[config.mk]
export PLATFORM = sky130hd
export DESIGN_NAME = flag_frame_unescape_deframer_unit
export DESIGN_NICKNAME = d
export VERILOG_FILES = /design/src/rtl/ffud_pkg.sv /design/src/rtl/ffud_cfg.sv /design/src/rtl/flag_frame_unescape_deframer_unit.sv
export SDC_FILE = /design/constraint.sdc
export NUM_CORES = 1
export LEC_CHECK = 0
export ABC_AREA = 1
export ABC_CLOCK_PERIOD_IN_PS = 2850
export BUFFER_PORTS_ARGS = -buffer_cell sky130_fd_sc_hd__buf_2
export CORE_ASPECT_RATIO = 1.25
export CORE_MARGIN = 1.5
export CORE_UTILIZATION = 54
export DETAILED_ROUTE_END_ITERATION = 8
export GPL_ROUTABILITY_DRIVEN = 0
export MAX_ROUTING_LAYER = met4
export PLACE_DENSITY = 0.81
export SLEW_MARGIN = 25
export SYNTH_ARGS = -nofsm -noshare
export SYNTH_HDL_FRONTEND = slang
export SYNTH_HIERARCHICAL = 1
export SYNTH_SLANG_ARGS = --single-unit
[constraint.sdc]
create_clock -name clk -period 2.85 [get_ports clk]
set_input_delay 0.57 -clock clk [delete_from_list [all_inputs] [get_ports clk]]
set_output_delay 0.57 -clock clk [all_outputs]
set_load 0.02 [all_outputs]
[src/rtl/ffud_pkg.sv]
// Shared types and constants for the flag frame unescape deframer.
package ffud_pkg;

    localparam int BYTE_W        = 8;
    localparam int LEN_W         = 11;
    localparam int KIND_W        = 2;
    localparam int CFG_IDX_W     = 3;
    localparam int CFG_DATA_W    = LEN_W;
    localparam int FRAME_MAX_DEF = 1024;

    localparam logic [KIND_W-1:0] KIND_BODY  = 2'd0;
    localparam logic [KIND_W-1:0] KIND_END   = 2'd1;
    localparam logic [KIND_W-1:0] KIND_ABORT = 2'd2;

    localparam logic [CFG_IDX_W-1:0] REG_FLAG_BYTE   = 3'd0;
    localparam logic [CFG_IDX_W-1:0] REG_ESCAPE_BYTE = 3'd1;
    localparam logic [CFG_IDX_W-1:0] REG_FLAG_CODE   = 3'd2;
    localparam logic [CFG_IDX_W-1:0] REG_ESCAPE_CODE = 3'd3;
    localparam logic [CFG_IDX_W-1:0] REG_MAX_BODY    = 3'd4;

    localparam logic [BYTE_W-1:0] FLAG_BYTE_RST   = 8'h7e;
    localparam logic [BYTE_W-1:0] ESCAPE_BYTE_RST = 8'h7d;
    localparam logic [BYTE_W-1:0] FLAG_CODE_RST   = 8'h02;
    localparam logic [BYTE_W-1:0] ESCAPE_CODE_RST = 8'h01;
    localparam logic [LEN_W-1:0]  MAX_BODY_RST    = 11'd1022;

    typedef struct packed {
        logic [BYTE_W-1:0] in_byte;
        logic              chunk_end;
    } rx_item_t;

    typedef struct packed {
        logic [BYTE_W-1:0] out_byte;
        logic [KIND_W-1:0] kind;
    } ev_item_t;

    typedef struct packed {
        logic [BYTE_W-1:0] flag_byte;
        logic [BYTE_W-1:0] escape_byte;
        logic [BYTE_W-1:0] flag_code;
        logic [BYTE_W-1:0] escape_code;
        logic [LEN_W-1:0]  max_body_len;
    } cfg_t;

endpackage

[src/rtl/ffud_cfg.sv]
// Configuration register bank for the deframer.
module ffud_cfg (
    input  logic                             clk,
    input  logic                             rst_n,
    input  logic                             cfg_write,
    input  logic [ffud_pkg::CFG_IDX_W-1:0]   cfg_index,
    input  logic [ffud_pkg::CFG_DATA_W-1:0]  cfg_data,
    output ffud_pkg::cfg_t                   cfg
);
    import ffud_pkg::*;

    cfg_t cfg_reg;
    cfg_t cfg_next;

    always_comb
    begin
        cfg_next = cfg_reg;
        if (cfg_write)
        begin
            unique case (cfg_index)
                REG_FLAG_BYTE:   cfg_next.flag_byte    = cfg_data[BYTE_W-1:0];
                REG_ESCAPE_BYTE: cfg_next.escape_byte  = cfg_data[BYTE_W-1:0];
                REG_FLAG_CODE:   cfg_next.flag_code    = cfg_data[BYTE_W-1:0];
                REG_ESCAPE_CODE: cfg_next.escape_code  = cfg_data[BYTE_W-1:0];
                REG_MAX_BODY:    cfg_next.max_body_len = cfg_data[LEN_W-1:0];
                default:         cfg_next = cfg_reg;   // unknown index ignored
            endcase
        end
    end

    always_ff @(posedge clk or negedge rst_n)
    begin
        if (!rst_n)
        begin
            cfg_reg.flag_byte    <= FLAG_BYTE_RST;
            cfg_reg.escape_byte  <= ESCAPE_BYTE_RST;
            cfg_reg.flag_code    <= FLAG_CODE_RST;
            cfg_reg.escape_code  <= ESCAPE_CODE_RST;
            cfg_reg.max_body_len <= MAX_BODY_RST;
        end
        else
        begin
            cfg_reg <= cfg_next;
        end
    end

    assign cfg = cfg_reg;

endmodule

[src/rtl/flag_frame_unescape_deframer_unit.sv]
// Top level of the flag-delimited frame deframer with byte unescaping.
//
// Raw link bytes enter one transaction per unstalled cycle on rx; each byte
// is handled in the cycle it is accepted by a small single-pass decoder
// (hunting, escape-pending and body-count state) and at most one event is
// written to the ev output register: an unescaped body byte, a clean frame
// end or an abort. Throughput is one byte per unstalled clock; ev_valid
// rises in the next cycle. rx_stall is raised only while the output register
// holds an event that the ev side is stalling. Configuration writes apply
// from the next cycle and should only be made while the block is idle.
module flag_frame_unescape_deframer_unit #(
    parameter int FRAME_MAX = ffud_pkg::FRAME_MAX_DEF
) (
    input  logic                             clk,
    input  logic                             rst_n,
    input  logic                             rx_valid,
    output logic                             rx_stall,
    input  ffud_pkg::rx_item_t               rx_item,
    output logic                             ev_valid,
    input  logic                             ev_stall,
    output ffud_pkg::ev_item_t               ev_item,
    input  logic                             cfg_write,
    input  logic [ffud_pkg::CFG_IDX_W-1:0]   cfg_index,
    input  logic [ffud_pkg::CFG_DATA_W-1:0]  cfg_data
);
    import ffud_pkg::*;

    localparam int CNT_W = $clog2(FRAME_MAX + 1);
    localparam int CMP_W = (CNT_W > LEN_W) ? CNT_W : LEN_W;
    localparam logic [CMP_W-1:0] FRAME_MAX_C = CMP_W'(FRAME_MAX);

    cfg_t cfg;

    logic             in_frame_reg, in_frame_next;
    logic             esc_reg, esc_next;
    logic [CNT_W-1:0] count_reg, count_next;
    logic             ev_valid_reg, ev_valid_next;
    ev_item_t         ev_item_reg, ev_item_next;

    logic             accept;
    logic             have;
    logic [KIND_W-1:0] kind;
    logic [BYTE_W-1:0] data;
    logic [CMP_W-1:0] len_ext;
    logic [CMP_W-1:0] limit;
    logic             room;

    ffud_cfg u_cfg (
        .clk       (clk),
        .rst_n     (rst_n),
        .cfg_write (cfg_write),
        .cfg_index (cfg_index),
        .cfg_data  (cfg_data),
        .cfg       (cfg)
    );

    assign rx_stall = ev_valid_reg && ev_stall;
    assign accept   = rx_valid && !rx_stall;

    // body limit clamped to 1..FRAME_MAX
    assign len_ext = CMP_W'(cfg.max_body_len);
    always_comb
    begin
        priority if (cfg.max_body_len == '0)
            limit = CMP_W'(1);
        else if (len_ext > FRAME_MAX_C)
            limit = FRAME_MAX_C;
        else
            limit = len_ext;
    end
    assign room = CMP_W'(count_reg) < limit;

    always_comb
    begin
        in_frame_next = in_frame_reg;
        esc_next      = esc_reg;
        count_next    = count_reg;
        have          = 1'b0;
        kind          = KIND_BODY;
        data          = '0;

        priority if (!in_frame_reg)
        begin
            if (rx_item.in_byte == cfg.flag_byte)
            begin
                in_frame_next = 1'b1;
                esc_next      = 1'b0;
                count_next    = '0;
            end
        end
        else if (esc_reg)
        begin
            esc_next = 1'b0;
            have     = 1'b1;
            priority if (rx_item.in_byte == cfg.flag_code)
                data = cfg.flag_byte;
            else if (rx_item.in_byte == cfg.escape_code)
                data = cfg.escape_byte;
            else
                kind = KIND_ABORT;
        end
        else if (rx_item.in_byte == cfg.flag_byte)
        begin
            // flag on an empty frame just reopens it
            if (count_reg != '0)
            begin
                have          = 1'b1;
                kind          = KIND_END;
                in_frame_next = 1'b0;
                count_next    = '0;
            end
        end
        else if (rx_item.in_byte == cfg.escape_byte)
        begin
            esc_next = 1'b1;
        end
        else
        begin
            have = 1'b1;
            data = rx_item.in_byte;
        end

        if (have && kind == KIND_BODY)
        begin
            if (room)
                count_next = count_reg + CNT_W'(1);
            else
                kind = KIND_ABORT;
        end

        if (have && kind == KIND_ABORT)
        begin
            data          = '0;
            in_frame_next = 1'b0;
            esc_next      = 1'b0;
            count_next    = '0;
        end

        // chunk end drops any frame still open, including one just opened
        if (rx_item.chunk_end && in_frame_next)
        begin
            have          = 1'b1;
            kind          = KIND_ABORT;
            data          = '0;
            in_frame_next = 1'b0;
            esc_next      = 1'b0;
            count_next    = '0;
        end
    end

    always_comb
    begin
        ev_valid_next = ev_valid_reg && ev_stall;
        ev_item_next  = ev_item_reg;
        if (accept && have)
        begin
            ev_valid_next         = 1'b1;
            ev_item_next.out_byte = data;
            ev_item_next.kind     = kind;
        end
    end

    always_ff @(posedge clk or negedge rst_n)
    begin
        if (!rst_n)
        begin
            in_frame_reg <= 1'b0;
            esc_reg      <= 1'b0;
            count_reg    <= '0;
            ev_valid_reg <= 1'b0;
        end
        else
        begin
            if (accept)
            begin
                in_frame_reg <= in_frame_next;
                esc_reg      <= esc_next;
                count_reg    <= count_next;
            end
            ev_valid_reg <= ev_valid_next;
        end
    end

    always_ff @(posedge clk)
    begin
        ev_item_reg <= ev_item_next;
    end

    assign ev_valid = ev_valid_reg;
    assign ev_item  = ev_item_reg;

endmodule
==> impl_metrics.sql, run 1 <==
INSERT INTO impl_metrics (metric_group, metric, value, unit) VALUES
('clock_tree', 'clock_latency', '350', 'ps'),
('worst_setup_path', 'cp-start-kind', 'register', ''),
('worst_setup_path', 'reg2reg_slack', '130', 'ps'),
('clock_tree', 'cts_sinks', '67', ''),
('sta', 'finalCriticalPeriod', '2720', 'ps'),
('sta', 'fin_crit_sh', '95.5', '%'),
('sta', 'worst-slew-pin-transition', '722', 'ps'),
('global_routing', 'grt_remaining_overflow', '0', ''),
('worst_hold_path', 'worst_hold_path_type', 'in -> async', ''),
('worst_setup_path', 'critical_path.max_fanout', '8', ''),
('floorplanning', 'die_height', '103', 'um'),
('synthesis', 'syn_inst_count', '599', ''),
('floorplanning', 'core-area', '7840', 'um^2'),
('floorplanning', 'rows', '36', ''),
('synthesis', 'yosys.cell_types.count', '35', ''),
('sta', 'finalClockSkew', '12.1', 'ps'),
('worst_setup_path', 'cp_data_required_time', '2930', 'ps'),
('detailed_routing', 'detailedRoute.firstIterationViolations', '208', ''),
('synthesis', 'ys_seq_elements', '67', ''),
('layout', 'num-fill-cells', '720', ''),
('detailed_routing', 'route.detailed.wl_per_inst', '13.5', 'um'),
('global_routing', 'met1_track_demand_over_resource_in_global_routing', '28.3', '%'),
('layout', 'num-nets-final', '677', ''),
('global_routing', 'grt_pass1_vias', '3659', ''),
('job', 'cap_violations', '0', ''),
('synthesis', 'synthesis.area_per_instance', '7.28', 'um^2'),
('global_routing', 'busiest_layer', 'met2', ''),
('worst_setup_path', 'ff2ff_path_depth', '15', ''),
('detailed_routing', 'number_of_vias_per_cell_after_detailed_routing', '5.36', ''),
('detailed_routing', 'number_of_nets_still_failing_antenna_checks_after_routing', '0', ''),
('synthesis', 'synth_edf_count', '10', ''),
('clock_tree', 'post_cts_repair_timing_setup_buffer_count', '0', ''),
('worst_setup_path', 'critical_path.endpoint_type', 'register', ''),
('pwr', 'pwr_density_cell', '694', 'nW/um^2'),
('clock_tree', 'max_buffers_root_to_sink', '2', ''),
('detailed_routing', 'drc', '0', ''),
('clock_tree', 'tritoncts.num_buffers', '9', ''),
('detailed_routing', 'first_pass_iters', '6', ''),
('clock_tree', 'cts_tree', 'yes', ''),
('synthesis', 'ys_dominant_reg_cell', 'sky130_fd_sc_hd__dfrtp_1', ''),
('worst_setup_path', 'rr_startpoint', 'u_cfg/cfg[8]', ''),
('synthesis', 'yosys_warnings', '6', ''),
('global_routing', 'gr-usage-all-layers', '24.3', '%'),
('worst_setup_path', 'regToRegEndpoint', 'ev_item[7]', ''),
('synthesis', 'syn_nets', '639', ''),
('global_routing', 'grt_use_met3', '4.05', '%'),
('clock_tree', 'cts_htree_levels', '3', ''),
('synthesis', 'synth_top_cell_by_area', 'sky130_fd_sc_hd__nand2_1', ''),
('sta', 'setup_tns', '0', 'ps'),
('layout', 'drive_gt1_share', '19.8', '%'),
('pwr', 'cellLeakagePower', '2.52', 'nW'),
('floorplanning', 'top_level_ports', '40', ''),
('global_routing', 'grt.met2_usage', '41.7', '%'),
('pwr', 'ir_worst_vdd', '0.372', 'mV'),
('layout', 'stdcell_count', '737', ''),
('global_routing', 'grt_max_degree', '58', ''),
('floorplanning', 'die_width', '83.4', 'um'),
('sta', 'setup_viol_count_final', '0', ''),
('synthesis', 'postSynth.asyncResetShare', '85.1', '%'),
('synthesis', 'ys_top_cells_by_area', 'sky130_fd_sc_hd__nand2_1, sky130_fd_sc_hd__dfrtp_1, sky130_fd_sc_hd__dfstp_2', ''),
('status', 'run_status', 'completed', ''),
('sta', 'timing.fmax', '0.368', 'GHz'),
('floorplanning', 'initial_core_util', '55.7', '%'),
('floorplanning', 'die-area', '8630', 'um^2'),
('worst_setup_path', 'cp_arrival', '2800', 'ps'),
('detailed_routing', 'detailroute.via_count', '3949', ''),
('clock_tree', 'cts.hold.buffers_added', '0', ''),
('layout', 'syn2layout_area_growth', '10.7', '%'),
('synthesis', 'synth_top_area_share', '20.4', '%'),
('synthesis', 'syn_area', '4360', 'um^2'),
('sta', 'slew-limit-headroom', '51.9', '%');
-- metrics by stage --
step	hold WS, ps	power [mW]	worst slack, ps	util [%]	instance area, um^2
after floorplan	274	2.25	111	-	4370
after global placement	462	2.53	70.6	58.8	4610
after detailed placement	462	2.60	-40.6	58.8	4610
after CTS	388	3.32	29.6	61.2	4800
after global routing	410	3.60	-5.50	61.6	4830
final	347	3.35	130	61.6	4830
-- power breakdown --
group | leakage, nW | switching (mW) | internal (mW) | total [mW]
sequential | 0.775 | 0.235 | 1.20 | 1.43
clock | 0.0871 | 0.405 | 0.321 | 0.726
combinational | 1.65 | 0.668 | 0.522 | 1.19
total | 2.52 | 1.31 | 2.04 | 3.35
-- Yosys cell counts, types with 2 or more instances --
cell type and number:
sky130_fd_sc_hd__nand3_1 75, sky130_fd_sc_hd__edfxtp_1 10, sky130_fd_sc_hd__xor2_1 8, sky130_fd_sc_hd__nor4_1 2, sky130_fd_sc_hd__nor2_1 34, sky130_fd_sc_hd__buf_6 4
sky130_fd_sc_hd__a32oi_1 2, sky130_fd_sc_hd__clkbuf_1 3, sky130_fd_sc_hd__a21oi_1 12, sky130_fd_sc_hd__inv_2 8, sky130_fd_sc_hd__buf_2 9, sky130_fd_sc_hd__nand2_2 10
sky130_fd_sc_hd__nor2_2 3, sky130_fd_sc_hd__or2_2 3, sky130_fd_sc_hd__xnor2_1 22, sky130_fd_sc_hd__buf_4 7, sky130_fd_sc_hd__dfrtp_1 34, sky130_fd_sc_hd__nor2_4 3
sky130_fd_sc_hd__nand4_1 4, sky130_fd_sc_hd__a31oi_1 6, sky130_fd_sc_hd__dfstp_2 23, sky130_fd_sc_hd__ha_1 12, sky130_fd_sc_hd__o21ai_0 10, sky130_fd_sc_hd__inv_1 47
sky130_fd_sc_hd__nand3_2 2, sky130_fd_sc_hd__nand2_1 237
-- timing repair --
item                       4_1_cts  5_1_grt
setup endpoints to repair       10       29
pin swaps                        0        4
gates resized for setup          3       10
hold endpoints to repair         0        0
gates cloned                     1        1
-- routing by layer --
metal | routed length (um) | vias to the layer above
met3 | 642 | 31
li1 | - | 1972
met4 | 264 | 0
met5 | 0 | -
met1 | 4170 | 1799
met2 | 4840 | 147
-- worst max-delay path, cell delays in order (launching register included) --
cell and delay [ps]:
sky130_fd_sc_hd__dfstp_2 380, sky130_fd_sc_hd__or2_2 310, sky130_fd_sc_hd__o31ai_2 180, sky130_fd_sc_hd__buf_4 180, sky130_fd_sc_hd__nand2_1 80, sky130_fd_sc_hd__ha_1 290
sky130_fd_sc_hd__nand2_1 60, sky130_fd_sc_hd__or2_2 290, sky130_fd_sc_hd__nand3_1 80, sky130_fd_sc_hd__inv_1 50, sky130_fd_sc_hd__nand2_2 80, sky130_fd_sc_hd__nand2_2 70
sky130_fd_sc_hd__nand4_1 70, sky130_fd_sc_hd__nand2_1 90, sky130_fd_sc_hd__nand2_4 120, sky130_fd_sc_hd__clkinvlp_4 150
-- placed cells by master (no fill, tap or decap), types with 2 or more instances in the layout --
cell type | Yosys | routed
sky130_fd_sc_hd__a21oi_1 | 12 | 11
sky130_fd_sc_hd__a31oi_1 | 6 | 6
sky130_fd_sc_hd__a32oi_1 | 2 | 2
sky130_fd_sc_hd__buf_2 | 9 | 39
sky130_fd_sc_hd__buf_4 | 7 | 7
sky130_fd_sc_hd__buf_6 | 4 | 2
sky130_fd_sc_hd__clkbuf_8 | 0 | 9
sky130_fd_sc_hd__clkinv_2 | 0 | 2
sky130_fd_sc_hd__clkinv_4 | 0 | 2
sky130_fd_sc_hd__clkinvlp_4 | 0 | 4
sky130_fd_sc_hd__dfrtp_1 | 34 | 34
sky130_fd_sc_hd__dfstp_2 | 23 | 23
sky130_fd_sc_hd__edfxtp_1 | 10 | 10
sky130_fd_sc_hd__ha_1 | 12 | 12
sky130_fd_sc_hd__inv_1 | 47 | 45
sky130_fd_sc_hd__inv_2 | 8 | 9
sky130_fd_sc_hd__nand2_1 | 237 | 235
sky130_fd_sc_hd__nand2_2 | 10 | 10
sky130_fd_sc_hd__nand2_4 | 1 | 3
sky130_fd_sc_hd__nand3_1 | 75 | 75
sky130_fd_sc_hd__nand3_2 | 2 | 2
sky130_fd_sc_hd__nand4_1 | 4 | 4
sky130_fd_sc_hd__nor2_1 | 34 | 34
sky130_fd_sc_hd__nor2_2 | 3 | 3
sky130_fd_sc_hd__nor2_4 | 3 | 3
sky130_fd_sc_hd__nor4_1 | 2 | 2
sky130_fd_sc_hd__o21ai_0 | 10 | 9
sky130_fd_sc_hd__or2_2 | 3 | 3
sky130_fd_sc_hd__xnor2_1 | 22 | 22
sky130_fd_sc_hd__xor2_1 | 8 | 8
-- kinds of logic after synthesis --
group | synth area share, %
and+or+nand+nor | 37.6
buffers and inverters | 8.35
xor gates and xnor gates | 6.02
adders and majority gates | 3.44
DFF | 40.2
AOI/OAI and AO/OA | 4.33
-- worst max-delay path by stage --
stage | from | endpoint | slack [ps]
after floorplan | u_cfg/cfg[8] | ev_item[0] | 110
after global placement | u_cfg/cfg[8] | ev_item[4] | 70
after detailed placement | u_cfg/cfg[8] | ev_item[4] | -40
after CTS | u_cfg/cfg[8] | ev_item[0] | 30
after global routing | u_cfg/cfg[8] | ev_item[3] | -5
final | u_cfg/cfg[8] | ev_item[7] | 130
-- final cells by class --
class	instances	area (um^2)	area share [%]
Timing Repair inverter	1	7.51	0.155
Tap cell	95	119	2.46
Sequential cell	67	1760	36.3
Clock inverter	7	53.8	1.11
Timing Repair Buffer	49	290	6.01
Clock buffer	9	124	2.56
Inverter	56	214	4.43
Multi-Input combinational cell	453	2270	46.9
Power figures use the tool's default switching activity.
==> run 2, diff against run 1 <==
HOLD_SLACK_MARGIN = 0.03   (was not set)
MAX_ROUTING_LAYER = not set   (was met4)
==> impl_metrics.sql, run 2 (synthesized netlist as in run 1, its figures left out) <==
INSERT INTO impl_metrics (metric_group, metric, value, unit) VALUES
('status', 'run_status', 'completed', ''),
('detailed_routing', 'first_pass_iters', '5', ''),
('layout', 'num-nets-final', '677', ''),
('sta', 'hold_violations', '0', ''),
('layout', 'syn2layout_area_growth', '10.7', '%'),
('sta', 'hold_ws', '349', 'ps'),
('pwr', 'cellLeakagePower', '2.52', 'nW'),
('layout', 'finish.utilization', '61.6', '%'),
('layout', 'n_antenna_cell', '0', ''),
('worst_setup_path', 'cp-start-kind', 'register', ''),
('sta', 'finalCriticalPeriod', '2720', 'ps'),
('clock_tree', 'clock_latency', '350', 'ps'),
('worst_setup_path', 'cp_arrival', '2800', 'ps'),
('worst_setup_path', 'timing.setup.critical_path_class', 'reg -> reg', ''),
('clock_tree', 'cts_htree_levels', '3', ''),
('layout', 'layout_common_cells', 'sky130_fd_sc_hd__nand2_1, sky130_fd_sc_hd__nand3_1, sky130_fd_sc_hd__inv_1', ''),
('worst_hold_path', 'worst_hold_path_type', 'in -> async', ''),
('pwr', 'pwr_density_cell', '694', 'nW/um^2'),
('layout', 'post-route-cell-area', '4830', 'um^2'),
('floorplanning', 'top_level_ports', '40', ''),
('layout', 'stdcell_count', '737', ''),
('global_routing', 'grt_remaining_overflow', '0', ''),
('floorplanning', 'initial_core_util', '55.7', '%'),
('clock_tree', 'cts_tree', 'yes', ''),
('sta', 'finalMaxSlewViolations', '0', ''),
('detailed_routing', 'detailroute.via_count', '3928', ''),
('floorplanning', 'die-area', '8630', 'um^2'),
('sta', 'finalClockSkew', '12.2', 'ps'),
('worst_setup_path', 'cp_data_required_time', '2930', 'ps'),
('layout', 'seq_area', '1760', 'um^2'),
('global_routing', 'grt_antenna_before_repair', '0', ''),
('job', 'cap_violations', '0', ''),
('sta', 'timing.fmax', '0.367', 'GHz'),
('clock_tree', 'cts.root.buffer_cell', 'sky130_fd_sc_hd__clkbuf_8', ''),
('sta', 'fin_crit_sh', '95.5', '%'),
('sta', 'setup_viol_count_final', '0', ''),
('floorplanning', 'core-area', '7840', 'um^2'),
('global_routing', 'gr-usage-all-layers', '23.5', '%'),
('place', 'numPlacedInstances', '719', ''),
('floorplanning', 'die_height', '103', 'um'),
('pwr', 'p_total', '3.35', 'mW'),
('place', 'io_buffers', '39', ''),
('layout', 'number_of_flip_flops_under_the_largest_register_name', '43', ''),
('detailed_routing', 'detailedRoute.firstIterationViolations', '207', ''),
('layout', 'drive_gt1_share', '19.8', '%'),
('global_routing', 'first_pass_grt_wire_length', '16200', 'um'),
('sta', 'setup_tns', '0', 'ps'),
('layout', 'num-fill-cells', '720', ''),
('place', 'placed_area', '4610', 'um^2'),
('worst_setup_path', 'critical_path.endpoint_type', 'register', ''),
('clock_tree', 'tritoncts.num_buffers', '9', ''),
('place', 'dp_worst_setup_slack', '-40.6', 'ps'),
('clock_tree', 'max_buffers_root_to_sink', '2', ''),
('detailed_routing', 'number_of_vias_per_cell_after_detailed_routing', '5.33', ''),
('worst_setup_path', 'ff2ff_path_depth', '16', ''),
('floorplanning', 'rows', '36', ''),
('global_routing', 'grt_max_degree', '58', ''),
('sta', 'slew-limit-headroom', '52.0', '%'),
('clock_tree', 'worst_setup_hold_path_clk_slew', '80', 'ps'),
('layout', 'final_common_cell', 'sky130_fd_sc_hd__nand2_1', ''),
('floorplanning', 'die_width', '83.4', 'um'),
('clock_tree', 'cts_sinks', '67', ''),
('detailed_routing', 'drc', '0', ''),
('detailed_routing', 'number_of_nets_still_failing_antenna_checks_after_routing', '0', ''),
('place', 'place.detailed.hpwl', '7180', 'um'),
('worst_setup_path', 'critical_path.max_fanout', '8', ''),
('layout', 'multi_input_gate_area', '2270', 'um^2'),
('worst_setup_path', 'reg2reg_slack', '130', 'ps'),
('global_routing', 'grt_pass1_vias', '3648', ''),
('sta', 'final_setup_margin', '127', 'ps'),
('detailed_routing', 'route.detailed.wl_per_inst', '13.4', 'um'),
('pwr', 'ir_worst_vdd', '0.371', 'mV'),
('detailed_routing', 'routed_wirelength', '9900', 'um'),
('sta', 'worst-slew-pin-transition', '720', 'ps');
[run 2: cell counts in the layout (fill, tap and decap cells not counted)]
Identical to the previous run, type by type.
[run 2: worst max-delay path, cell delays in order (launching register included)]
cell and delay, ps:
sky130_fd_sc_hd__dfstp_2 380, sky130_fd_sc_hd__or2_2 310, sky130_fd_sc_hd__o31ai_2 180, sky130_fd_sc_hd__buf_4 180
sky130_fd_sc_hd__nand2_1 80, sky130_fd_sc_hd__ha_1 290, sky130_fd_sc_hd__nand2_1 60, sky130_fd_sc_hd__inv_1 70
sky130_fd_sc_hd__nand3_1 60, sky130_fd_sc_hd__nor3_1 160, sky130_fd_sc_hd__nand2_1 110, sky130_fd_sc_hd__nand2_2 90
sky130_fd_sc_hd__nand2_2 70, sky130_fd_sc_hd__nand4_1 70, sky130_fd_sc_hd__nand2_1 90, sky130_fd_sc_hd__nand2_4 120
sky130_fd_sc_hd__clkinvlp_4 150
[run 2: power breakdown]
group / switching (mW) / total, mW / internal [mW]
sequential: 0.236 / 1.44 / 1.20
combinational: 0.668 / 1.19 / 0.523
clock: 0.403 / 0.724 / 0.321
total: 1.31 / 3.35 / 2.04
[run 2: worst paths after layout]
check / start / end
setup reg to reg: u_cfg/cfg[8] / ev_item[7]
min in group clk: cfg_data[8] / u_cfg/cfg[8]
hold / removal: rst_n / count_reg[2]
hold reg to reg: u_cfg/cfg[20] / u_cfg/cfg[20]
max in group asynchronous: rst_n / u_cfg/cfg[35]
setup / recovery: u_cfg/cfg[8] / ev_item[7]
[run 2: cell type report]
type	count	area share, %
multi-input combinational	453	46.9
sequential	67	36.3
timing repair buffer	49	6.01
inverter	56	4.43
clock buffer	9	2.56
tap	95	2.46
clock inverter	7	1.11
timing repair inverter	1	0.155
[run 2: routing by layer]
layer	track usage (%)	share of wire, %	wire (um)
met4	12.1	2.7	264
met2	41.7	49	4860
met5	0	0	0
met1	28.3	43	4220
met3	3.33	5.6	558
[run 2: what timing repair did]
action,4_1_cts,5_1_grt
pin swaps,0,4
resized for setup,3,10
setup buffers,0,0
hold buffers,0,0
gates cloned,1,1
setup endpoints to repair,10,29
hold endpoints to repair,0,0
==> run 3, diff against run 2 <==
PLACE_DENSITY = 0.75   (was 0.81)
==> impl_metrics.sql, run 3 (synthesized netlist as in run 1, its figures left out) <==
INSERT INTO impl_metrics (metric_group, metric, value, unit) VALUES
('status', 'run_status', 'completed', ''),
('floorplanning', 'die-area', '8630', 'um^2'),
('worst_setup_path', 'cp_arrival', '2960', 'ps'),
('worst_setup_path', 'regToRegEndpoint', 'count_reg[5]', ''),
('detailed_routing', 'detailedRoute.firstIterationViolations', '197', ''),
('global_routing', 'grt_max_degree', '58', ''),
('detailed_routing', 'drc', '0', ''),
('layout', 'number_of_flip_flops_under_the_largest_register_name', '43', ''),
('global_routing', 'grt_pass1_vias', '3570', ''),
('worst_setup_path', 'cp_data_required_time', '3150', 'ps'),
('layout', 'num-fill-cells', '700', ''),
('floorplanning', 'die_height', '103', 'um'),
('detailed_routing', 'routed_wirelength', '9800', 'um'),
('clock_tree', 'cts_htree_levels', '3', ''),
('clock_tree', 'cts_tree', 'yes', ''),
('pwr', 'pwr_density_cell', '702', 'nW/um^2'),
('place', 'place.detailed.hpwl', '7240', 'um'),
('detailed_routing', 'detailroute.via_count', '3933', ''),
('sta', 'hold_violations', '0', ''),
('pwr', 'switching_power', '1.31', 'mW'),
('pwr', 'share_comb_of_total_power', '33.6', '%'),
('clock_tree', 'cts_sinks', '67', ''),
('layout', 'syn2layout_area_growth', '11.3', '%'),
('worst_setup_path', 'reg2reg_slack', '180', 'ps'),
('job', 'cap_violations', '0', ''),
('clock_tree', 'cts.root.buffer_cell', 'sky130_fd_sc_hd__clkbuf_8', ''),
('pwr', 'p_int', '2.10', 'mW'),
('global_routing', 'first_pass_grt_wire_length', '16300', 'um'),
('worst_setup_path', 'cp-start-kind', 'register', ''),
('sta', 'finalCriticalPeriod', '2670', 'ps'),
('clock_tree', 'worst_setup_hold_path_clk_slew', '80', 'ps'),
('global_routing', 'grt_remaining_overflow', '0', ''),
('pwr', 'clock_network_fraction_of_total_power', '24.2', '%'),
('sta', 'worst-slew-pin-transition', '713', 'ps'),
('sta', 'timing.fmax', '0.375', 'GHz'),
('pwr', 'power_switching_share', '38.4', '%'),
('floorplanning', 'top_level_ports', '40', ''),
('worst_setup_path', 'critical_path.endpoint_type', 'register', ''),
('place', 'io_buffers', '39', ''),
('worst_setup_path', 'ff2ff_path_depth', '17', ''),
('pwr', 'ir_worst_vdd', '0.566', 'mV'),
('worst_setup_path', 'timing.setup.critical_path_class', 'reg -> reg', ''),
('layout', 'layout_common_cells', 'sky130_fd_sc_hd__nand2_1, sky130_fd_sc_hd__nand3_1, sky130_fd_sc_hd__inv_1', ''),
('detailed_routing', 'route.detailed.wl_per_inst', '13.3', 'um'),
('sta', 'slew-limit-headroom', '52.5', '%'),
('detailed_routing', 'number_of_nets_still_failing_antenna_checks_after_routing', '0', ''),
('layout', 'num-nets-final', '678', ''),
('sta', 'finalClockSkew', '13.7', 'ps'),
('floorplanning', 'core-area', '7840', 'um^2'),
('worst_setup_path', 'rr_startpoint', 'u_cfg/cfg[8]', ''),
('detailed_routing', 'number_of_vias_per_cell_after_detailed_routing', '5.33', ''),
('layout', 'n_antenna_cell', '0', ''),
('sta', 'fin_crit_sh', '93.6', '%'),
('layout', 'drive_gt1_share', '19.9', '%'),
('global_routing', 'grt_antenna_before_repair', '0', ''),
('floorplanning', 'die_width', '83.4', 'um'),
('clock_tree', 'tritoncts.num_buffers', '9', ''),
('worst_setup_path', 'critical_path.max_fanout', '7', ''),
('clock_tree', 'clock_latency', '350', 'ps'),
('layout', 'finish.utilization', '62.0', '%'),
('worst_hold_path', 'worst_hold_path_type', 'in -> async', ''),
('pwr', 'cellLeakagePower', '2.55', 'nW'),
('pwr', 'p_seq_share', '42.2', '%'),
('global_routing', 'gr-usage-all-layers', '23.7', '%'),
('place', 'numPlacedInstances', '719', ''),
('layout', 'stdcell_count', '738', ''),
('sta', 'finalMaxSlewViolations', '0', ''),
('clock_tree', 'cts.hold.buffers_added', '0', ''),
('pwr', 'p_total', '3.41', 'mW'),
('clock_tree', 'max_buffers_root_to_sink', '2', ''),
('floorplanning', 'rows', '36', ''),
('sta', 'hold_ws', '327', 'ps'),
('layout', 'final_common_cell', 'sky130_fd_sc_hd__nand2_1', ''),
('sta', 'setup_viol_count_final', '0', ''),
('detailed_routing', 'first_pass_iters', '5', ''),
('floorplanning', 'initial_core_util', '55.7', '%'),
('worst_setup_path', 'cp-startpoint', 'u_cfg/cfg[8]', '');
==> run 3: per-layer routing <==
layer	GRT usage (%)	wire (um)	part of all wire [%]
met3	4.21	487	5.0
met5	0	0	0
met4	11.5	156	1.6
met2	40.6	4840	49
met1	29.3	4320	44
==> run 3: how the worst max path moves through the flow <==
stage | end | slack (ps) | depth (start not counted)
floorplan | ev_item[0] | 110 | 15
global placement | ev_item[5] | 50 | 16
detailed placement | ev_item[1] | -10 | 16
CTS | ev_item[6] | 90 | 16
global route | count_reg[9] | -5 | 17
finish | count_reg[5] | 180 | 17
==> run 3: worst max-delay path: stages, from the launching register on <==
cell and delay (ps):
sky130_fd_sc_hd__dfstp_2 370, sky130_fd_sc_hd__or2_2 300, sky130_fd_sc_hd__o31ai_2 190, sky130_fd_sc_hd__buf_4 180, sky130_fd_sc_hd__nand2_1 60, sky130_fd_sc_hd__ha_1 290
sky130_fd_sc_hd__a21oi_1 130, sky130_fd_sc_hd__o21ai_0 100, sky130_fd_sc_hd__nand4_1 80, sky130_fd_sc_hd__nand3_1 60, sky130_fd_sc_hd__inv_1 60, sky130_fd_sc_hd__nand2_2 70
sky130_fd_sc_hd__nand2_2 90, sky130_fd_sc_hd__nand2_2 70, sky130_fd_sc_hd__a21oi_4 230, sky130_fd_sc_hd__buf_4 200, sky130_fd_sc_hd__nand3_1 70, sky130_fd_sc_hd__nand2_1 70
==> run 3: repair_timing <==
item                                    in CTS  in global routing
cloned                                       0                  2
endpoints found under the setup margin      10                 25
gates resized for setup                      1                 11
pin swaps                                    0                  2
setup buffers                                0                  1
==> run 3: final cells by class <==
| cell class | instances | area [um^2] | area share [%] |
|---|---|---|---|
| clock buffer | 9 | 124 | 2.55 |
| clock inverter | 7 | 82.6 | 1.70 |
| inverter | 56 | 213 | 4.38 |
| multi-input combinational | 453 | 2270 | 46.7 |
| sequential | 67 | 1760 | 36.2 |
| tap | 95 | 119 | 2.45 |
| timing repair buffer | 50 | 285 | 5.87 |
| timing repair inverter | 1 | 7.51 | 0.155 |
==> run 3: power groups by stage <==
stage	Combinational, mW	Clock [mW]	Sequential, mW
after floorplan	0.871	0	1.38
after global placement	1.05	0	1.44
after detailed placement	1.10	0	1.45
after CTS	1.11	0.843	1.44
after global routing	1.31	0.885	1.47
final	1.15	0.825	1.44
==> run 3: per-stage QoR <==
step	worst slack (ps)	setup TNS (ps)	instance area (um^2)
after CTS	90.1	0	4800
final	183	0	4860
after global placement	50.6	0	4590
after detailed placement	-10.1	-98.3	4590
after global routing	-4.69	-4.69	4860
after floorplan	111	0	4370
